**src/design/assert_macros.svh**
```systemverilog
// assertion macros shared by the lock rtl
// no dependencies; define ASSERT_OFF to compile the checks out
`ifndef ASSERT_MACROS_SVH
`define ASSERT_MACROS_SVH
`ifndef ASSERT_OFF
// check a condition at every clock edge outside reset
`define A_ALWAYS(lbl, expr) \
    lbl: assert property (@(posedge i_clk) disable iff (!i_rst_n) (expr)) \
        else $error("lock assertion failed");
// same-cycle implication
`define A_IMPLY(lbl, ante, cons) \
    lbl: assert property (@(posedge i_clk) disable iff (!i_rst_n) (ante) |-> (cons)) \
        else $error("lock assertion failed");
// next-cycle implication
`define A_NEXT(lbl, ante, cons) \
    lbl: assert property (@(posedge i_clk) disable iff (!i_rst_n) (ante) |=> (cons)) \
        else $error("lock assertion failed");
`else
`define A_ALWAYS(lbl, expr)
`define A_IMPLY(lbl, ante, cons)
`define A_NEXT(lbl, ante, cons)
`endif
`endif

```
**src/design/kcl_pkg.sv**
```systemverilog
// types and constants of the keypad code lock
// no dependencies
package kcl_pkg;

    localparam int CODE_LENGTH = 4;
    localparam int KEY_W       = 8;
    localparam int TRIES_W     = 4;
    localparam int KEYS_OUT_W  = 3;
    localparam int CNT_W       = $clog2(CODE_LENGTH + 1);
    localparam int IDX_W       = (CODE_LENGTH > 1) ? $clog2(CODE_LENGTH) : 1;

    localparam logic [KEY_W-1:0]   NO_KEY         = 8'hff;
    localparam logic [TRIES_W-1:0] MAX_TRIES_RST  = 4'd2;

    localparam logic [1:0] KIND_KEY    = 2'd0;
    localparam logic [1:0] KIND_CHANGE = 2'd1;
    localparam logic [1:0] KIND_CLOSE  = 2'd2;

    typedef enum logic [2:0] {
        MODE_INIT   = 3'd0,
        MODE_ENTRY  = 3'd1,
        MODE_OPEN   = 3'd2,
        MODE_NEWSET = 3'd3,
        MODE_LOCKED = 3'd4
    } t_mode;

    typedef enum logic [2:0] {
        ST_TAKEN  = 3'd0,
        ST_STORED = 3'd1,
        ST_OPENED = 3'd2,
        ST_WRONG  = 3'd3,
        ST_LOCKED = 3'd4,
        ST_CLOSED = 3'd5,
        ST_IGNORE = 3'd6
    } t_status;

    typedef struct packed {
        t_status                status;
        logic [TRIES_W-1:0]     tries_left;
        logic [KEYS_OUT_W-1:0]  keys_entered;
        t_mode                  mode;
    } t_result;

endpackage

```
**src/design/kcl_skid.sv**
```systemverilog
// two-entry output buffer for the lock result beats
// depends on kcl_pkg (t_result)
module kcl_skid (
    input  logic             i_clk,
    input  logic             i_rst_n,
    input  logic             i_valid,
    output logic             o_ready,
    input  kcl_pkg::t_result i_data,
    output logic             o_valid,
    input  logic             i_ready,
    output kcl_pkg::t_result o_data
);

    logic             r_out_valid;
    logic             r_skid_valid;
    kcl_pkg::t_result r_out;
    kcl_pkg::t_result r_skid;

    logic             n_out_valid;
    logic             n_skid_valid;
    logic             w_push;
    logic             w_load_out;
    logic             w_load_skid;

    assign o_ready = !r_skid_valid;
    assign o_valid = r_out_valid;
    assign o_data  = r_out;
    assign w_push  = i_valid && o_ready;

    always_comb begin
        n_out_valid  = r_out_valid;
        n_skid_valid = r_skid_valid;
        w_load_out   = 1'b0;
        w_load_skid  = 1'b0;
        if (!r_out_valid || i_ready) begin
            // output slot frees up: refill from skid first, else from input
            if (r_skid_valid) begin
                n_out_valid  = 1'b1;
                n_skid_valid = 1'b0;
            end else begin
                n_out_valid = w_push;
                w_load_out  = w_push;
            end
        end else if (w_push) begin
            n_skid_valid = 1'b1;
            w_load_skid  = 1'b1;
        end
    end

    always_ff @(posedge i_clk) begin
        if (!i_rst_n) begin
            r_out_valid  <= 1'b0;
            r_skid_valid <= 1'b0;
        end else begin
            r_out_valid  <= n_out_valid;
            r_skid_valid <= n_skid_valid;
        end
    end

    always_ff @(posedge i_clk) begin
        if (r_skid_valid && (!r_out_valid || i_ready)) begin
            r_out <= r_skid;
        end else if (w_load_out) begin
            r_out <= i_data;
        end
        if (w_load_skid) begin
            r_skid <= i_data;
        end
    end

endmodule

```
**src/design/keypad_code_lock_top.sv**
```systemverilog
// keypad code lock: code setup, entry compare, tries and lockout
// depends on kcl_pkg, kcl_skid and assert_macros.svh
//
//  channel  direction  signals                                         beat when
//  in       input      i_in_valid/o_in_ready, i_kind, i_key_code       valid && ready
//  out      output     o_out_valid/i_out_ready, o_status, o_tries_left valid && ready
//                      o_keys_entered, o_mode
//  cfg      input      i_cfg_we, i_cfg_data (max_tries)                i_cfg_we
//
//  one event per cycle while o_in_ready is high: the state update and the
//  four-byte compare are done in the accept cycle, the result is registered
//  in the output buffer; this two-entry buffer keeps accepting while one result
//  waits; o_in_ready drops only when both entries are full
//  synchronous active-low reset: no code stored, initial set mode, tries = 2
//  code and entry bytes have no reset; they are always written before compared
`include "assert_macros.svh"
module keypad_code_lock_top (
    input  logic                           i_clk,
    input  logic                           i_rst_n,
    // event channel
    input  logic                           i_in_valid,
    output logic                           o_in_ready,
    input  logic [1:0]                     i_kind,
    input  logic [kcl_pkg::KEY_W-1:0]      i_key_code,
    // result channel
    output logic                           o_out_valid,
    input  logic                           i_out_ready,
    output logic [2:0]                     o_status,
    output logic [kcl_pkg::TRIES_W-1:0]    o_tries_left,
    output logic [kcl_pkg::KEYS_OUT_W-1:0] o_keys_entered,
    output logic [2:0]                     o_mode,
    // configuration
    input  logic                           i_cfg_we,
    input  logic [kcl_pkg::TRIES_W-1:0]    i_cfg_data
);

    // control state
    logic [kcl_pkg::TRIES_W-1:0] r_max_tries;
    logic [kcl_pkg::TRIES_W-1:0] r_tries;
    logic [kcl_pkg::CNT_W-1:0]   r_key_count;
    kcl_pkg::t_mode              r_mode;

    logic [kcl_pkg::TRIES_W-1:0] n_tries;
    logic [kcl_pkg::CNT_W-1:0]   n_key_count;
    kcl_pkg::t_mode              n_mode;

    // code and entry bytes, written at the current key slot
    logic [kcl_pkg::KEY_W-1:0]   r_code  [kcl_pkg::CODE_LENGTH];
    logic [kcl_pkg::KEY_W-1:0]   r_entry [kcl_pkg::CODE_LENGTH];

    logic                        w_accept;
    logic                        w_buf_ready;
    logic [kcl_pkg::IDX_W-1:0]   w_idx;
    logic                        w_last;
    logic                        w_match;
    logic                        w_code_we;
    logic                        w_entry_we;
    logic [kcl_pkg::TRIES_W-1:0] w_tries_load;
    logic [kcl_pkg::TRIES_W-1:0] w_tries_dec;
    kcl_pkg::t_status            w_status;
    kcl_pkg::t_result            w_result;
    kcl_pkg::t_result            w_out;

    assign o_in_ready = w_buf_ready;
    assign w_accept   = i_in_valid && w_buf_ready;

    // zero max_tries behaves as one
    assign w_tries_load = (r_max_tries == '0) ? kcl_pkg::TRIES_W'(1) : r_max_tries;
    assign w_tries_dec  = (r_tries != '0) ? (r_tries - kcl_pkg::TRIES_W'(1)) : r_tries;

    // slot of this key; an out-of-range count wraps to slot zero
    assign w_idx  = (r_key_count >= kcl_pkg::CNT_W'(kcl_pkg::CODE_LENGTH)) ? '0
                    : kcl_pkg::IDX_W'(r_key_count);
    assign w_last = (w_idx == kcl_pkg::IDX_W'(kcl_pkg::CODE_LENGTH - 1));

    // compare with the key of this beat overlaid on its slot
    always_comb begin
        w_match = 1'b1;
        for (int i = 0; i < kcl_pkg::CODE_LENGTH; i++) begin
            if (kcl_pkg::IDX_W'(i) == w_idx) begin
                if (i_key_code != r_code[i]) w_match = 1'b0;
            end else begin
                if (r_entry[i] != r_code[i]) w_match = 1'b0;
            end
        end
    end

    // next state and status of the event
    always_comb begin
        n_tries     = r_tries;
        n_key_count = r_key_count;
        n_mode      = r_mode;
        w_status    = kcl_pkg::ST_IGNORE;
        w_code_we   = 1'b0;
        w_entry_we  = 1'b0;
        if (r_mode == kcl_pkg::MODE_LOCKED) begin
            w_status = kcl_pkg::ST_LOCKED;
        end else if (i_kind == kcl_pkg::KIND_KEY) begin
            if (i_key_code != kcl_pkg::NO_KEY) begin
                case (r_mode)
                    kcl_pkg::MODE_INIT, kcl_pkg::MODE_NEWSET: begin
                        w_code_we = 1'b1;
                        if (w_last) begin
                            n_key_count = '0;
                            n_mode      = kcl_pkg::MODE_ENTRY;
                            w_status    = kcl_pkg::ST_STORED;
                        end else begin
                            n_key_count = kcl_pkg::CNT_W'(w_idx) + kcl_pkg::CNT_W'(1);
                            w_status    = kcl_pkg::ST_TAKEN;
                        end
                    end
                    kcl_pkg::MODE_ENTRY: begin
                        w_entry_we = 1'b1;
                        if (w_last) begin
                            n_key_count = '0;
                            if (w_match) begin
                                n_mode   = kcl_pkg::MODE_OPEN;
                                w_status = kcl_pkg::ST_OPENED;
                            end else begin
                                n_tries = w_tries_dec;
                                if (w_tries_dec == '0) begin
                                    n_mode   = kcl_pkg::MODE_LOCKED;
                                    w_status = kcl_pkg::ST_LOCKED;
                                end else begin
                                    w_status = kcl_pkg::ST_WRONG;
                                end
                            end
                        end else begin
                            n_key_count = kcl_pkg::CNT_W'(w_idx) + kcl_pkg::CNT_W'(1);
                            w_status    = kcl_pkg::ST_TAKEN;
                        end
                    end
                    default: begin
                        // key while open is ignored
                        w_status = kcl_pkg::ST_IGNORE;
                    end
                endcase
            end
        end else if (r_mode == kcl_pkg::MODE_OPEN && i_kind == kcl_pkg::KIND_CHANGE) begin
            n_tries     = w_tries_load;
            n_key_count = '0;
            n_mode      = kcl_pkg::MODE_NEWSET;
            w_status    = kcl_pkg::ST_TAKEN;
        end else if (r_mode == kcl_pkg::MODE_OPEN && i_kind == kcl_pkg::KIND_CLOSE) begin
            n_tries     = w_tries_load;
            n_key_count = '0;
            n_mode      = kcl_pkg::MODE_ENTRY;
            w_status    = kcl_pkg::ST_CLOSED;
        end
    end

    always_ff @(posedge i_clk) begin
        if (!i_rst_n) begin
            r_max_tries <= kcl_pkg::MAX_TRIES_RST;
            r_tries     <= kcl_pkg::MAX_TRIES_RST;
            r_key_count <= '0;
            r_mode      <= kcl_pkg::MODE_INIT;
        end else begin
            if (i_cfg_we) begin
                r_max_tries <= i_cfg_data;
            end
            if (w_accept) begin
                r_tries     <= n_tries;
                r_key_count <= n_key_count;
                r_mode      <= n_mode;
            end
        end
    end

    // byte stores, no reset
    always_ff @(posedge i_clk) begin
        if (w_accept && w_code_we) begin
            r_code[w_idx] <= i_key_code;
        end
        if (w_accept && w_entry_we) begin
            r_entry[w_idx] <= i_key_code;
        end
    end

    assign w_result.status       = w_status;
    assign w_result.tries_left   = n_tries;
    assign w_result.keys_entered = kcl_pkg::KEYS_OUT_W'(n_key_count);
    assign w_result.mode         = n_mode;

    kcl_skid u_skid (
        .i_clk   (i_clk),
        .i_rst_n (i_rst_n),
        .i_valid (w_accept),
        .o_ready (w_buf_ready),
        .i_data  (w_result),
        .o_valid (o_out_valid),
        .i_ready (i_out_ready),
        .o_data  (w_out)
    );

    assign o_status       = w_out.status;
    assign o_tries_left   = w_out.tries_left;
    assign o_keys_entered = w_out.keys_entered;
    assign o_mode         = w_out.mode;

    // lockout is permanent until reset
    `A_NEXT(a_lock_sticks, r_mode == kcl_pkg::MODE_LOCKED, r_mode == kcl_pkg::MODE_LOCKED)
    // key count never reaches the code length
    `A_ALWAYS(a_count_range, r_key_count < kcl_pkg::CNT_W'(kcl_pkg::CODE_LENGTH))
    // tries run out only together with the lockout
    `A_IMPLY(a_tries_live, r_mode != kcl_pkg::MODE_LOCKED, r_tries != '0)
    // a locked-out result always reports locked mode
    `A_IMPLY(a_locked_result, o_out_valid && o_status == kcl_pkg::ST_LOCKED,
             o_mode == kcl_pkg::MODE_LOCKED)

endmodule

```
**config.mk**
```make
export PLATFORM = sky130hd
export DESIGN_NAME = keypad_code_lock_top
export DESIGN_NICKNAME = d
export VERILOG_FILES = /design/src/design/kcl_pkg.sv /design/src/design/kcl_skid.sv /design/src/design/keypad_code_lock_top.sv
export VERILOG_INCLUDE_DIRS = /design/src /design/src/design
export SDC_FILE = /design/constraint.sdc
export NUM_CORES = 1
export LEC_CHECK = 0
export BUFFER_PORTS_ARGS = -buffer_cell sky130_fd_sc_hd__buf_2
export CAP_MARGIN = 10
export CORE_UTILIZATION = 60
export CTS_CLUSTER_SIZE = 10
export DETAILED_ROUTE_END_ITERATION = 6
export GPL_TIMING_DRIVEN = 0
export PLACE_DENSITY = 0.89
export SLEW_MARGIN = 20
export SYNTH_ARGS = -nofsm -noshare
export SYNTH_HDL_FRONTEND = slang
export SYNTH_SLANG_ARGS = --single-unit
```
**constraint.sdc**
```tcl
create_clock -name i_clk -period 3.2 [get_ports i_clk]
set_input_delay 0.16 -clock i_clk [delete_from_list [all_inputs] [get_ports i_clk]]
set_output_delay 0.16 -clock i_clk [all_outputs]
set_load 0.02 [all_outputs]
```
==> metrics.md, run 1 <==
| Metric | Value |
|---|---|
| Outcome | finished, final reports clean |
| R2R Setup Slk | roughly 0.37 ns |
| Worst Skew | 0.0118 ns |
| Die X | around 95 um |
| Filler cell count | 573 |
| Worst-Margin Slew | ~0.74 ns |
| Netlist Area Pre-Place | between 5000 and 6000 um^2 |
| Grt total ovfl | 0 |
| Share of the synthesized area in the top cell type | a little over half |
| Final period utilization | between 80% and 90% |
| Hold Path Class | input port to flip-flop |
| Synthesis Warnings | 0 |
| Pwr Density | about 450 nW/um^2 |
| Post-DP HPWL | about 7.4 mm |
| Kind of critical path | flip-flop to flip-flop |
| Drt wl/cell | between 15 and 20 um |
| Fraction of layout instances using a drive strength above 1 | between 15 and 20% |
| Total clock sinks | between 100 and 150 |
| Final #Nets | 496 |
| Antenna Nets Post-Route | 0 |
| CORE AREA | 8260 um^2 |
| Top cell type by total area after synthesis | edfxtp_1 |
| PortBufs | 31 |
| GPL Wtd Cong | approximately 1.0 |
| Post-synthesis instance total | 429 |
| Initial antenna violation count | 0 |
| Worst-Skew Late Latency | 0.38 ns |
| Asr flop ratio synth | 0% |
| Cts repair resizes | 0 |
| Initial core utilization | around 62% |
| Register Area | 3020 um^2 |
| CTS tree | yes |
| Final hold violation count | 0 |
| Critical path launch point type | flip-flop |
| IO Pins | 34 |
| Worst EP required | around 3.3 ns |
| Vias per Instance | 6.05 |
| Final core utilization | 68.4% |
| Syn_area_per_cell | roughly 12 um^2 |
| Max-cap viol count | 0 |
| Synthesis-to-finish area growth | 9.51% |
| DRC errors left | 0 |
| Critical Path End Type | flip-flop |
| Min Tclk post-route | 2.83 ns |
| Most frequent cell after synthesis | edfxtp_1 |
| DRT Pass-1 Iters | 6 |
| Global-route wire length before repair | 16.8 mm |
| Final setup viols | 0 |
| Fin. max-slew vios | 0 |
| Worst Path Max Fanout | 8 |
| Fmax | 354 MHz |
| Post-CTS Setup Bufs | 0 |
| Initial DRC count | roughly 240 |
| Max IR drop VDD | about 0.31 mV |
| Post-synth EDFFs | 90 |
| Slew Limit Headroom | approximately half |
| Reg clk slew, reported paths | ~0.11 ns |
| GRT Util Overall | 25.4% |
| Flops & latches, synth | roughly 110 |
| Synthesized Nets | around 450 |
| Die height | about 95 um |
| Fin Setup TNS | 0 ns |
| Clock root buffer | clkbuf_8 |
| Hold_buf cts | 1 |
| Yosys cell types | between 50 and 60 |
| Leak | ~1.9 nW |
| Rows | 33 |
| Vias in the first global route | 3377 |
| Critical Path AT | 2.96 ns |
| Top post-synthesis cells by area | edfxtp_1, xnor2_1, dfxtp_1 |
| H-tree depth | 3 |
| Detailed Route WL | 10.4 mm |
| Register area share after synthesis | 58.6% |
| Largest net degree at the start of global routing | 21 |
| RSZ-0062 raised after global routing | false |
| Routed vias | about 3500 |
| Multi-input gate area | slightly below 2000 um^2 |
| Die ar. | between 8000 and 9000 um^2 |
| N_diodes | 0 |
| Top_reg_cell synth | edfxtp_1 |
| Total CTS buffers | 9 |
| Commonest cells in the netlist | edfxtp_1, xnor2_1, nand2_1, nor2_1, dfxtp_1 |
| Max Root-Sink Buffers | 2 |
## kinds of logic (layout without fill, tap and decap cells)
logic type / count (synthesis) / count (layout) / share of synthesized area, %
and+or+nand+nor: 136 / 136 / 13.2
adders and majority gates: 5 / 5 / 1.21
buffers and inverters: 35 / 83 / 3.86
muxes: 10 / 10 / 2.01
xor gates and xnor gates: 66 / 66 / 11.2
DFF: 106 / 106 / 58.6
AOI/OAI and AO/OA: 71 / 71 / 9.90
## state kept, by name (all words and copies together) (netlist names)
register and flops:
u_skid.o_valid 1, r_tries 4, u_skid.o_data 13, r_mode 3
u_skid.r_skid 13, u_skid.r_skid_valid 1, r_entry 32, r_max_tries 4
r_code 32, r_key_count 3
## layer usage
metal	GRT usage [%]	part of all wire (%)
met4	12.9	3.4
met5	0	0
met2	42.8	49
met1	31.2	41
met3	4.67	6.4
## cells in the final DEF (no fill, tap or decap), types with 4 or more instances in the layout
master and instances:
nand3_1 14, nand2b_1 5, dfxtp_1 16, clkbuf_8 9, xnor2_1 62, ha_1 5
nand4_1 11, nor4_1 6, xor2_1 4, a21oi_1 11, buf_6 7, o21ai_0 14
o211ai_1 4, mux2i_1 7, nor3_1 8, buf_2 33, a31oi_1 7, inv_1 13
nor2_1 31, clkbuf_1 8, and2_1 10, edfxtp_1 90, nand2_1 36, o31ai_1 5
## through the flow
step	area [um^2]	hold slack [ns]	setup slack (ns)	instances	power, mW
finish	5650	0.0162	0.374	582	2.57
global route	5650	0.0278	0.170	582	2.65
CTS	5640	0.00445	0.428	582	2.58
detailed placement	5440	0.387	0.438	565	1.80
global placement	5440	0.379	0.513	565	1.79
floorplan	5160	0.259	0.955	429	1.72
## power breakdown
group          switching, mW  leakage [nW]  total, mW  internal (mW)
clock                  0.492        0.0962      0.798          0.306
combinational          0.143         0.866      0.227         0.0843
sequential            0.0148         0.952       1.54           1.53
total                  0.650          1.91       2.57           1.92
## area by class of cell
class / instances / share of cell area (%)
clock inverters: 7 / 1.20
plain buffers: 21 / 2.59
clock buffers: 9 / 2.19
well taps: 105 / 2.33
inverters: 14 / 0.931
repair buffers: 32 / 2.92
multi-input cells: 288 / 34.3
flip-flops and latches: 106 / 53.5
## worst max-delay path: stages, from the launching register on
cell and delay (ns):
dfxtp_1 0.38, nand2b_1 0.19, inv_1 0.08, ha_1 0.29, nor4_1 0.43, o22ai_1 0.31, o211ai_1 0.39, mux2i_1 0.38
o31ai_1 0.13
## worst paths after layout
path              depth (start not counted)      startpoint          endpoint
hold / removal                            3   i_cfg_data[2]    r_max_tries[2]
hold reg to reg                           1  r_key_count[2]    r_key_count[2]
setup reg to reg                          8  r_key_count[2]  u_skid.o_data[7]
setup / recovery                          8  r_key_count[2]  u_skid.o_data[7]
No activity file was read; power rests on OpenSTA's default activity.
==> inputs of run 2 (changes only) <==
clock period = 3.1 ns   (was 3.2 ns; I/O delays follow)
==> metrics.md, run 2 (synthesized netlist as in run 1, its figures left out) <==
| Metric | Value |
|---|---|
| Outcome | finished, final reports clean |
| Total clock sinks | 106 (unchanged) |
| Hold Path Class | input port to flip-flop |
| PortBufs | 31 (unchanged) |
| Initial core utilization | 62.4% (unchanged) |
| Clock root buffer | clkbuf_8 |
| Fin Setup TNS | 0 ns (unchanged) |
| Rows | 33 (unchanged) |
| DRT Pass-1 Iters | 6 (unchanged) |
| CORE AREA | 8260 um^2 (unchanged) |
| N_diodes | 0 (unchanged) |
| RSZ-0062 raised after global routing | false |
| Reg2Reg Depth | 8 (unchanged) |
| Max Root-Sink Buffers | 2 (unchanged) |
| Vias in the first global route | 3383 (+0.18%) |
| Final period utilization | 91.7% (+3.4 points) |
| Die height | 94.7 um (unchanged) |
| Worst R2R Start | r_key_count[2] |
| Critical Path AT | 2.98 ns (+0.02 ns) |
| CP Capture Point | u_skid.o_data[7] |
| Hold Slack | 0.0381 ns (+0.0219 ns) |
| Final #Nets | 497 (+0.20%) |
| Die ar. | 8970 um^2 (unchanged) |
| H-tree depth | 3 (unchanged) |
| Fmax | 352 MHz (-0.59%) |
| Leak | 1.92 nW (+0.22%) |
| Detailed Route WL | 10.3 mm (-0.28%) |
| Critical Path End Type | flip-flop |
| Final Cell Area | 5660 um^2 (+0.18%) |
| Min Tclk post-route | 2.84 ns (+0.0168 ns) |
| CTS tree | yes |
| Drt wl/cell | 17.7 um (-0.45%) |
| Tot Pwr | 2.65 mW (+3.2%) |
| R2R Setup Slk | 0.26 ns (-0.12 ns) |
| Routed vias | 3486 (-0.99%) |
| GRT Util Overall | 25.4% (+0.035 points) |
| Initial DRC count | 241 (+1.7%) |
| Reg clk slew, reported paths | 0.11 ns (about the same) |
| Most frequent cells in the layout | edfxtp_1, xnor2_1, nand2_1, buf_2, nor2_1 |
| Worst Setup SP | r_key_count[2] |
| Max-cap viol count | 0 (unchanged) |
| Placed Area | 5440 um^2 (unchanged) |
| Post-DP HPWL | 7.44 mm (unchanged) |
| Worst-Margin Slew | 0.710 ns (-0.0309 ns) |
| Regs by FF count | r_code (32), r_entry (32) |
| Slew Limit Headroom | 52.4% (+2.1 points) |
| Max IR drop VDD | 0.314 mV (+2.4%) |
| Worst EP required | 3.23 ns (-0.10 ns) |
| Critical path launch point type | flip-flop |
| Die X | 94.7 um (unchanged) |
| Fraction of layout instances using a drive strength above 1 | 15.5% (-0.032 points) |
| DRC errors left | 0 (unchanged) |
| Final setup viols | 0 (unchanged) |
| Min setup slack post-route | 0.257 ns (-0.117 ns) |
| Final core utilization | 68.5% (+0.12 points) |
| Worst Skew | 0.0131 ns (+0.00128 ns) |
| Post-CTS Setup Bufs | 0 (unchanged) |
| Synthesis-to-finish area growth | 9.71% |
| Pre-CTS WS | 0.338 ns (-0.100 ns) |
| Global-route wire length before repair | 16.8 mm (+0.17%) |
| Fin cells | 583 (+0.17%) |
| Cell total after placement | 565 (unchanged) |
| IO Pins | 34 (unchanged) |
| Grt total ovfl | 0 (unchanged) |
| Worst Path Max Fanout | 8 (unchanged) |
| R2r endpoint | u_skid.o_data[7] |
| Initial antenna violation count | 0 (unchanged) |
| Most common cell after layout, fill and taps aside | edfxtp_1 |
| GPL Wtd Cong | 0.996 (unchanged) |
| Worst-Skew Late Latency | 0.38 ns (about the same) |
| Pwr Density | 468 nW/um^2 (+3.0%) |
| Fin. max-slew vios | 0 (unchanged) |
| Final hold violation count | 0 (unchanged) |
| Antenna Nets Post-Route | 0 (unchanged) |
| Total CTS buffers | 9 (unchanged) |
| Vias per Instance | 5.98 (-1.2%) |
| Largest net degree at the start of global routing | 21 (unchanged) |
| Kind of critical path | flip-flop to flip-flop |
run 2: changes by cell type in the layout (fill, tap and decap cells not counted):
cell / change
dlygate4sd3_1: +1
run 2: worst min-delay path by stage:
stage | to | start | cells past startpoint
after floorplan | r_max_tries[1] | i_rst_n | 1
final | r_max_tries[0] | i_cfg_data[0] | 3
after detailed placement | r_max_tries[1] | i_cfg_data[1] | 3
after CTS | r_max_tries[0] | i_cfg_data[0] | 3
after global placement | r_max_tries[1] | i_cfg_data[1] | 3
after global routing | r_max_tries[0] | i_cfg_data[0] | 3
run 2: area by class of cell:
class,count,area (um^2)
timing repair buffer,33,175
inverter,14,52.6
clock buffer,9,124
multi-input combinational,288,1940
buffer,21,146
tap,105,131
clock inverter,7,67.6
sequential,106,3020
fill,571,2600
run 2: worst max-delay path, cell delays in order, from the launching register on:
cell and delay (ns):
dfxtp_1 0.38, nand2b_1 0.19, inv_1 0.08, ha_1 0.29, nor4_1 0.44, o22ai_1 0.31, o211ai_1 0.40, mux2i_1 0.37
o31ai_1 0.13
run 2: what timing repair did:
item,in CTS,in global routing
gates resized for setup,0,0
setup endpoints to repair,0,0
endpoints found under the hold margin,2,0
hold buffers,2,0
run 2: report_power, final:
part           leakage (nW)  internal [mW]  switching, mW
registers             0.952           1.58         0.0152
logic                 0.870         0.0878          0.147
clock network        0.0962          0.316          0.506
run 2: metal layers:
| layer | share of wire (%) | GRT usage [%] | wire, um |
|---|---|---|---|
| met1 | 42 | 31.3 | 4300 |
| met2 | 48 | 42.9 | 4990 |
| met3 | 6.1 | 4.67 | 634 |
| met4 | 3.9 | 12.9 | 400 |
| met5 | 0 | 0 | 0 |
